==> src/hdl/fmmp_pkg.sv <==
// ----------------------------------------------------------------------------
// fmmp_pkg
// shared widths, constants, types and state codes for the fibonacci
// mod-m matrix power block
// ----------------------------------------------------------------------------
package fmmp_pkg;

  localparam int VALUE_WIDTH = 32;
  localparam int MOD_WIDTH   = 32;
  localparam int FIB_WIDTH   = 32;
  localparam int MEFF_WIDTH  = VALUE_WIDTH + 1;
  localparam int CMP_WIDTH   = MOD_WIDTH + 1;
  localparam int PROD_WIDTH  = 2 * VALUE_WIDTH;
  localparam int SUM_WIDTH   = PROD_WIDTH + 1;
  localparam int CNT_WIDTH   = $clog2(SUM_WIDTH);

  localparam logic [MOD_WIDTH-1:0] MODULUS_RESET = MOD_WIDTH'(1000000007);

  typedef logic [VALUE_WIDTH-1:0] value_t;
  typedef logic [3:0][VALUE_WIDTH-1:0] mat_t;

  // entry index 0 is upper left, row major
  localparam mat_t BASE_INIT = {VALUE_WIDTH'(0), VALUE_WIDTH'(1),
                                VALUE_WIDTH'(1), VALUE_WIDTH'(1)};
  localparam mat_t ACC_INIT  = {VALUE_WIDTH'(1), VALUE_WIDTH'(0),
                                VALUE_WIDTH'(0), VALUE_WIDTH'(1)};

  localparam logic [1:0] ENTRY_LAST = 2'd3;

  typedef enum logic [1:0] {
    ST_IDLE,
    ST_RUN,
    ST_DONE
  } state_t;

  typedef enum logic [2:0] {
    DOT_IDLE,
    DOT_MUL_B,
    DOT_ADD,
    DOT_RED
  } dot_state_t;

  typedef struct packed {
    logic   start;
    value_t a;
    value_t b;
    value_t c;
    value_t d;
  } dot_req_t;

  typedef struct packed {
    logic   busy;
    logic   done;
    value_t value;
  } dot_sts_t;

endpackage

==> src/hdl/fmmp_exp_if.sv <==
// ----------------------------------------------------------------------------
// fmmp_exp_if
// exponent bit channel: one item per bit, least significant first
// ----------------------------------------------------------------------------
interface fmmp_exp_if;

  logic valid;
  logic ready;
  logic exp_bit;
  logic last_bit;

  modport source (output valid, output exp_bit, output last_bit, input ready);
  modport sink (input valid, input exp_bit, input last_bit, output ready);

endinterface

==> src/hdl/fmmp_result_if.sv <==
// ----------------------------------------------------------------------------
// fmmp_result_if
// result channel: one item per exponent
// ----------------------------------------------------------------------------
interface fmmp_result_if;

  logic        valid;
  logic        ready;
  logic [31:0] fib_value;

  modport source (output valid, output fib_value, input ready);
  modport sink (input valid, input fib_value, output ready);

endinterface

==> src/hdl/fmmp_dot_unit.sv <==
// ----------------------------------------------------------------------------
// fmmp_dot_unit
// (a*b + c*d) mod m: one shared multiplier, then a shift-subtract
// reducer that takes one bit of the full-width sum per cycle
// ----------------------------------------------------------------------------
module fmmp_dot_unit (
  input  logic                               clk,
  input  logic                               rst,
  input  fmmp_pkg::dot_req_t                 req,
  input  logic [fmmp_pkg::MEFF_WIDTH-1:0]    m_eff,
  output fmmp_pkg::dot_sts_t                 sts
);
  import fmmp_pkg::*;

  localparam logic [CNT_WIDTH-1:0] CNT_LAST = CNT_WIDTH'(SUM_WIDTH - 1);

  dot_state_t state;
  dot_state_t state_next;

  value_t                  c_q;
  value_t                  d_q;
  logic [PROD_WIDTH-1:0]   prod;
  logic [SUM_WIDTH-1:0]    sum;
  logic [MEFF_WIDTH-1:0]   rem;
  logic [CNT_WIDTH-1:0]    cnt;
  logic                    done;
  value_t                  value;

  value_t                  mul_a;
  value_t                  mul_b;
  logic [PROD_WIDTH-1:0]   mul_out;
  logic [MEFF_WIDTH:0]     trial;
  logic [MEFF_WIDTH-1:0]   rem_next;

  assign mul_a   = (state == DOT_IDLE) ? req.a : c_q;
  assign mul_b   = (state == DOT_IDLE) ? req.b : d_q;
  assign mul_out = PROD_WIDTH'(mul_a) * PROD_WIDTH'(mul_b);

  always_comb begin
    trial = {rem, sum[SUM_WIDTH-1]};
    if (trial >= {1'b0, m_eff}) begin
      rem_next = MEFF_WIDTH'(trial - {1'b0, m_eff});
    end else begin
      rem_next = MEFF_WIDTH'(trial);
    end
  end

  always_comb begin
    state_next = state;
    case (state)
      DOT_IDLE: begin
        if (req.start) begin
          state_next = DOT_MUL_B;
        end
      end
      DOT_MUL_B: state_next = DOT_ADD;
      DOT_ADD:   state_next = DOT_RED;
      DOT_RED: begin
        if (cnt == CNT_LAST) begin
          state_next = DOT_IDLE;
        end
      end
      default: state_next = DOT_IDLE;
    endcase
  end

  always_ff @(posedge clk) begin
    if (rst) begin
      state <= DOT_IDLE;
    end else begin
      state <= state_next;
    end
  end

  always_ff @(posedge clk) begin
    if (rst) begin
      done <= 1'b0;
    end else begin
      done <= (state == DOT_RED) && (cnt == CNT_LAST);
    end
  end

  always_ff @(posedge clk) begin
    case (state)
      DOT_IDLE: begin
        if (req.start) begin
          prod <= mul_out;
          c_q  <= req.c;
          d_q  <= req.d;
        end
      end
      DOT_MUL_B: begin
        prod <= mul_out;
        sum  <= SUM_WIDTH'(prod);
      end
      DOT_ADD: begin
        sum <= sum + SUM_WIDTH'(prod);
        rem <= '0;
        cnt <= '0;
      end
      DOT_RED: begin
        rem <= rem_next;
        sum <= sum << 1;
        cnt <= cnt + CNT_WIDTH'(1);
        if (cnt == CNT_LAST) begin
          value <= rem_next[VALUE_WIDTH-1:0];
        end
      end
      default: begin
      end
    endcase
  end

  assign sts.busy  = (state != DOT_IDLE);
  assign sts.done  = done;
  assign sts.value = value;

  a_start_when_idle: assert property (@(posedge clk) disable iff (rst)
    req.start |-> (state == DOT_IDLE))
    else $error("dot unit started while busy");

  a_done_single: assert property (@(posedge clk) disable iff (rst)
    done |=> !done)
    else $error("dot unit done held longer than one cycle");

  a_done_after_red: assert property (@(posedge clk) disable iff (rst)
    done |-> ($past(state) == DOT_RED))
    else $error("dot unit done without a reduction pass");

endmodule

==> src/hdl/fibonacci_mod_matrix_power.sv <==
// ----------------------------------------------------------------------------
// fibonacci_mod_matrix_power
// F(n) mod m by square-and-multiply on the 2x2 fibonacci matrix
//
//   channel    dir   payload                 handshake
//   exp_item   in    exp_bit, last_bit       valid/ready
//   result     out   fib_value[31:0]         valid/ready
//   cfg        in    cfg_wdata[31:0]         cfg_we (modulus)
//
// each matrix entry is one pass through the shared dot unit, whose
// 65-step shift-subtract reducer takes one sum bit per cycle
// a 0 bit squares only (4 entries), a 1 bit multiplies and squares
// (8 entries); ready is low meanwhile
// a result waits in an output register; a new item is taken while it waits
// rst is synchronous: matrices, modulus and control return to reset values
// ----------------------------------------------------------------------------
module fibonacci_mod_matrix_power (
  input  logic                             clk,
  input  logic                             rst,
  fmmp_exp_if.sink                         exp_item,
  fmmp_result_if.source                    result,
  input  logic                             cfg_we,
  input  logic [fmmp_pkg::MOD_WIDTH-1:0]   cfg_wdata
);
  import fmmp_pkg::*;

  localparam logic [CMP_WIDTH-1:0] FULL_MOD = CMP_WIDTH'(1) << VALUE_WIDTH;

  state_t state;
  state_t state_next;

  logic [MOD_WIDTH-1:0]   modulus;
  logic [MEFF_WIDTH-1:0]  m_eff;
  logic [CMP_WIDTH-1:0]   m_ext;

  mat_t                       base;
  mat_t                       acc;
  logic [2:0][VALUE_WIDTH-1:0] tmp;
  logic [1:0]                 entry;
  logic                       phase_acc;
  logic                       last_q;
  logic                       start;
  logic                       out_valid;
  logic [FIB_WIDTH-1:0]       fib_q;

  mat_t     left;
  dot_req_t dot_req;
  dot_sts_t dot_sts;
  logic     accept;
  logic     load_out;

  // zero or oversize modulus means plain wrap at the value width
  always_comb begin
    m_ext = {1'b0, modulus};
    if ((modulus == '0) || (m_ext > FULL_MOD)) begin
      m_eff = MEFF_WIDTH'(FULL_MOD);
    end else begin
      m_eff = MEFF_WIDTH'(m_ext);
    end
  end

  always_ff @(posedge clk) begin
    if (rst) begin
      modulus <= MODULUS_RESET;
    end else if (cfg_we) begin
      modulus <= cfg_wdata;
    end
  end

  assign left = phase_acc ? acc : base;

  always_comb begin
    dot_req.start = start;
    case (entry)
      2'd0: begin
        dot_req.a = left[0];
        dot_req.b = base[0];
        dot_req.c = left[1];
        dot_req.d = base[2];
      end
      2'd1: begin
        dot_req.a = left[0];
        dot_req.b = base[1];
        dot_req.c = left[1];
        dot_req.d = base[3];
      end
      2'd2: begin
        dot_req.a = left[2];
        dot_req.b = base[0];
        dot_req.c = left[3];
        dot_req.d = base[2];
      end
      default: begin
        dot_req.a = left[2];
        dot_req.b = base[1];
        dot_req.c = left[3];
        dot_req.d = base[3];
      end
    endcase
  end

  fmmp_dot_unit u_dot (
    .clk   (clk),
    .rst   (rst),
    .req   (dot_req),
    .m_eff (m_eff),
    .sts   (dot_sts)
  );

  always_comb begin
    state_next     = state;
    exp_item.ready = 1'b0;
    load_out       = 1'b0;
    case (state)
      ST_IDLE: begin
        exp_item.ready = 1'b1;
        if (exp_item.valid) begin
          state_next = ST_RUN;
        end
      end
      ST_RUN: begin
        if (dot_sts.done && (entry == ENTRY_LAST) && !phase_acc) begin
          state_next = last_q ? ST_DONE : ST_IDLE;
        end
      end
      ST_DONE: begin
        if (!out_valid || result.ready) begin
          load_out   = 1'b1;
          state_next = ST_IDLE;
        end
      end
      default: state_next = ST_IDLE;
    endcase
  end

  assign accept = exp_item.valid && exp_item.ready;

  always_ff @(posedge clk) begin
    if (rst) begin
      state <= ST_IDLE;
    end else begin
      state <= state_next;
    end
  end

  always_ff @(posedge clk) begin
    if (rst) begin
      base      <= BASE_INIT;
      acc       <= ACC_INIT;
      entry     <= '0;
      phase_acc <= 1'b0;
      last_q    <= 1'b0;
      start     <= 1'b0;
      out_valid <= 1'b0;
    end else begin
      start <= ((state == ST_IDLE) && accept) ||
               ((state == ST_RUN) && dot_sts.done &&
                ((entry != ENTRY_LAST) || phase_acc));
      if (load_out) begin
        out_valid <= 1'b1;
      end else if (result.valid && result.ready) begin
        out_valid <= 1'b0;
      end
      case (state)
        ST_IDLE: begin
          if (accept) begin
            phase_acc <= exp_item.exp_bit;
            last_q    <= exp_item.last_bit;
            entry     <= '0;
          end
        end
        ST_RUN: begin
          if (dot_sts.done) begin
            if (entry == ENTRY_LAST) begin
              if (phase_acc) begin
                acc       <= {dot_sts.value, tmp[2], tmp[1], tmp[0]};
                phase_acc <= 1'b0;
                entry     <= '0;
              end else begin
                base  <= {dot_sts.value, tmp[2], tmp[1], tmp[0]};
                entry <= '0;
              end
            end else begin
              entry <= entry + 2'd1;
            end
          end
        end
        ST_DONE: begin
          if (load_out) begin
            base <= BASE_INIT;
            acc  <= ACC_INIT;
          end
        end
        default: begin
        end
      endcase
    end
  end

  always_ff @(posedge clk) begin
    if ((state == ST_RUN) && dot_sts.done && (entry != ENTRY_LAST)) begin
      tmp[entry] <= dot_sts.value;
    end
    if (load_out) begin
      fib_q <= FIB_WIDTH'(acc[1]);
    end
  end

  assign result.valid     = out_valid;
  assign result.fib_value = fib_q;

  a_ready_dot_idle: assert property (@(posedge clk) disable iff (rst)
    exp_item.ready |-> !dot_sts.busy)
    else $error("ready while the dot unit is busy");

  a_done_in_run: assert property (@(posedge clk) disable iff (rst)
    dot_sts.done |-> (state == ST_RUN))
    else $error("dot result outside a matrix product");

  a_done_state_last: assert property (@(posedge clk) disable iff (rst)
    (state == ST_DONE) |-> last_q)
    else $error("result pending for an item not marked last");

  a_acc_before_square: assert property (@(posedge clk) disable iff (rst)
    ((state == ST_RUN) && dot_sts.done && phase_acc && (entry == ENTRY_LAST))
      |=> (start && !phase_acc))
    else $error("square did not follow the accumulator product");

endmodule

==> src/flat_wrapper.sv <==
// flat-port wrapper written by rule: the top's interface ports become plain ports
module fibonacci_mod_matrix_power_flat import fmmp_pkg::*;
  (clk, rst, cfg_we, cfg_wdata, exp_item_valid, exp_item_exp_bit, exp_item_last_bit, exp_item_ready, result_valid, result_fib_value, result_ready);
  fmmp_exp_if exp_item_i ();
  fmmp_result_if result_i ();
  input  logic clk;
  input  logic rst;
  input  logic cfg_we;
  input  logic [fmmp_pkg::MOD_WIDTH-1:0] cfg_wdata;
  input wire logic [$bits(exp_item_i.valid)-1:0] exp_item_valid;
  input wire logic [$bits(exp_item_i.exp_bit)-1:0] exp_item_exp_bit;
  input wire logic [$bits(exp_item_i.last_bit)-1:0] exp_item_last_bit;
  output wire logic [$bits(exp_item_i.ready)-1:0] exp_item_ready;
  output wire logic [$bits(result_i.valid)-1:0] result_valid;
  output wire logic [$bits(result_i.fib_value)-1:0] result_fib_value;
  input wire logic [$bits(result_i.ready)-1:0] result_ready;
  assign exp_item_i.valid = exp_item_valid;
  assign exp_item_i.exp_bit = exp_item_exp_bit;
  assign exp_item_i.last_bit = exp_item_last_bit;
  assign exp_item_ready = exp_item_i.ready;
  assign result_valid = result_i.valid;
  assign result_fib_value = result_i.fib_value;
  assign result_i.ready = result_ready;
  fibonacci_mod_matrix_power u_core (.clk(clk), .rst(rst), .exp_item(exp_item_i), .result(result_i), .cfg_we(cfg_we), .cfg_wdata(cfg_wdata));
endmodule
==> config.mk <==
export PLATFORM = sky130hd
export DESIGN_NAME = fibonacci_mod_matrix_power_flat
export DESIGN_NICKNAME = d
export VERILOG_FILES = /design/src/hdl/fmmp_pkg.sv /design/src/hdl/fmmp_exp_if.sv /design/src/hdl/fmmp_result_if.sv /design/src/hdl/fmmp_dot_unit.sv /design/src/hdl/fibonacci_mod_matrix_power.sv /design/src/flat_wrapper.sv
export SDC_FILE = /design/constraint.sdc
export NUM_CORES = 2
export LEC_CHECK = 0
export BUFFER_PORTS_ARGS = -buffer_cell sky130_fd_sc_hd__clkbuf_2
export CAP_MARGIN = 20
export CORE_ASPECT_RATIO = 1.1
export CORE_MARGIN = 4
export CORE_UTILIZATION = 70
export DETAILED_ROUTE_END_ITERATION = 6
export MAX_ROUTING_LAYER = met4
export PLACE_DENSITY = 0.89
export SLEW_MARGIN = 20
export SYNTH_ARGS = -nofsm -noshare
export SYNTH_HDL_FRONTEND = slang
export SYNTH_SLANG_ARGS = --single-unit
==> constraint.sdc <==
create_clock -name clk -period 18.75 [get_ports clk]
set_input_delay 3.75 -clock clk [delete_from_list [all_inputs] [get_ports clk]]
set_output_delay 3.75 -clock clk [all_outputs]
set_load 0.01 [all_outputs]
==> results.cfg <==
[status]
status = finished, violations left
failed_checks = DRC

[grt]
overflow = 0
grt_pass1_vias = 54731
grt_pass1_wl_um = 312000
track_usage = 0.430
antenna_found_initial = 5
grt_max_degree = 103

[die]
dieWidth_um = 299
ioPinCount = 73
num_rows = 117
die_area_mm2 = 0.0980
floorplan.initialDensity = 0.705
die_h_um = 328
core_area_mm2 = 0.0924

[logic_synthesis]
synth_cell_types = 74
ys_ff_latch = 692
synth-edff-count = 393
synth_nets = 8216
syn_inst = 6909
synth_ff_type = edfxtp_1
synth_seq_area_share = 0.273
synthArstFlopShare = 0
synth_area_per_cell_um2 = 9.43
syn-cell-area_mm2 = 0.0651
ys_warn_count = 0

[cells_and_area]
layout_commonest_cell = inv_1
utilization = 0.748
fin_nets = 8070
drive_gt1_frac = 0.0650
final_cells = 8075
multiInputGateArea_mm2 = 0.0425
seqCellArea_mm2 = 0.0178
area_delta_synth_final_pct = 6.01
mostFrequentLayoutCells = inv_1 (925), fa_1 (898), nand2_1 (840), nor2_1 (729), a21oi_1 (427)
nFillCells = 6379

[setup_path]
worstPathRequired_ps = 19170
crit_path_end_kind = flip-flop
cpPeakStageDelay_ps = 840
worstSetupStartpoint = u_core.u_dot.state[0]
critPathKind = reg -> reg
cp_num_buf_inv = 8
crit_fanout = 71
crit_path_frequent_cell = fa_1
slowest_stage = o311ai_0
cp-endpoint = u_core.u_dot.prod[60]
path_depth = 32
rr_endpoint = u_core.u_dot.prod[60]
reg2reg_slack_ps = 7270
cp_top_family = adder cells
r2r_start = u_core.u_dot.state[0]
cp_data_arrival_time_ps = 11900
start_kind = flip-flop
rr_worst_depth = 32

[route]
first_pass_iters = 7
drcViolationCount = 8
drt-initial-drc-count = 6127
antenna_left = 0
post_drt_wl_per_cell_um = 25.2
detail_route.wirelength_um = 204000
post_drt_via_cell_ratio = 6.55
vias = 52895

[clocking]
clk_pin_slew_ps = 70
cts.path.max_buffers = 3
insertion_delay_ps = 680
numCtsBuffers = 70
htree_levels = 3
cts_tree = yes
cts_root_buffer = clkbuf_16
postCtsSetupBuffers = 0
hold_buffers = 0
cts_resized = 0
clock_sinks = 692

[sta]
fmax_mhz = 87.1
setup_slack_ps = 7270
min_period_over_period = 0.612
finalMaxSlewViolations = 0
skew_ps = 67.3
rsz0062_at_grt = false
final-setup-viol-count = 0
relSlewSlack = 0.185
worst_pin_slew_ps = 1220
final_hold_viol_count = 0
period_needed_ps = 11480
final.setup.tns_ps = 0

[placed_design]
place_hpwl_um = 144000
place.gp.congestion = 1.03
place_ws_ps = 7450
place_inst = 7940
portBuffers = 72

[flow_run]
max-cap-violations = 0

[hold_path]
min_path_type = reg -> reg
==> layer usage <==
layer	wire (µm)	GRT usage	up-vias
met4	19500	0.312	0
met1	68100	0.492	25819
met2	93300	0.664	3659
met5	0	-	-
li1	-	-	22240
met3	23000	0.105	1177
==> kinds of logic after synthesis <==
group,synth area share
muxes,0.0408
xor gates and xnor gates,0.0206
buffers and inverters,0.0784
adders and majority gates,0.347
DFF,0.273
AOI/OAI and AO/OA,0.106
and+or+nand+nor,0.134
==> worst min-delay path by stage <==
stage                    start                    endpoint  slack, ps  depth (start not counted)
2_1_floorplan   u_core.acc[32]  u_core.result.fib_value[0]        430                          0
3_3_place_gp    u_core.acc[31]              u_core.acc[31]        440                          2
3_5_place_dp   u_core.acc[109]             u_core.acc[109]        440                          2
4_1_cts         u_core.acc[91]              u_core.acc[91]        450                          2
5_1_grt         u_core.acc[93]              u_core.acc[93]        470                          2
6_report        u_core.acc[91]              u_core.acc[91]        450                          2
==> tightest hold or removal path: cells and delay by family (launching register included) <==
family / cells / cell delay (ps)
flip-flops: 1 / 310
AND/OR/NAND/NOR: 1 / 50
AO/OA/AOI/OAI: 1 / 50
==> Yosys cell counts, types with 30 or more instances <==
library cell  instances  share of area
ha_1                370          0.071
nand2_1             840          0.048
buf_1                41         0.0024
xnor2_1              93          0.013
o21ai_0             163          0.013
o22ai_1              35         0.0034
a21o_1              131          0.015
dfxtp_1             299          0.092
nor2_1              734          0.042
xor2_1               60         0.0081
o21bai_1             30         0.0035
mux2i_1             184          0.028
nand4_1              47         0.0045
fa_1                898           0.28
o21a_1               47         0.0054
o221ai_1             33         0.0044
nand3_1             285          0.022
a21oi_1             443          0.034
clkbuf_1            369          0.021
inv_1               927          0.053
and2_1               47         0.0045
mux2_2               38         0.0066
a22oi_1              65         0.0075
edfxtp_1            393           0.18
==> final cells by class <==
cell class	instances	area share
Antenna cell	7	0.000254
Clock buffer	92	0.0282
Clock inverter	36	0.00565
Inverter	927	0.0504
Multi-Input combinational cell	4866	0.615
Sequential cell	692	0.258
Tap cell	1249	0.0226
Timing Repair Buffer	206	0.0199
==> state kept, by name (all words and copies together), names as in the netlist, 7 cells and up <==
name / count
u_core.result.fib_value: 32
u_core.u_dot.sum: 65
u_core.tmp: 96
u_core.acc: 128
u_core.u_dot.cnt: 7
u_core.u_dot.d_q: 32
u_core.u_dot.rem: 33
u_core.base: 128
u_core.u_dot.prod: 64
u_core.modulus: 32
u_core.u_dot.value: 32
u_core.u_dot.c_q: 32
==> through the flow <==
step	hold WS (ps)	instance area (µm²)
final	453	69100
after global placement	438	66700
after global routing	470	69000
after CTS	451	69000
after floorplan	430	65100
after detailed placement	443	66700
Power is not shown: default switching activity piles up to over one toggle a cycle in this logic, so the estimate is an artifact.
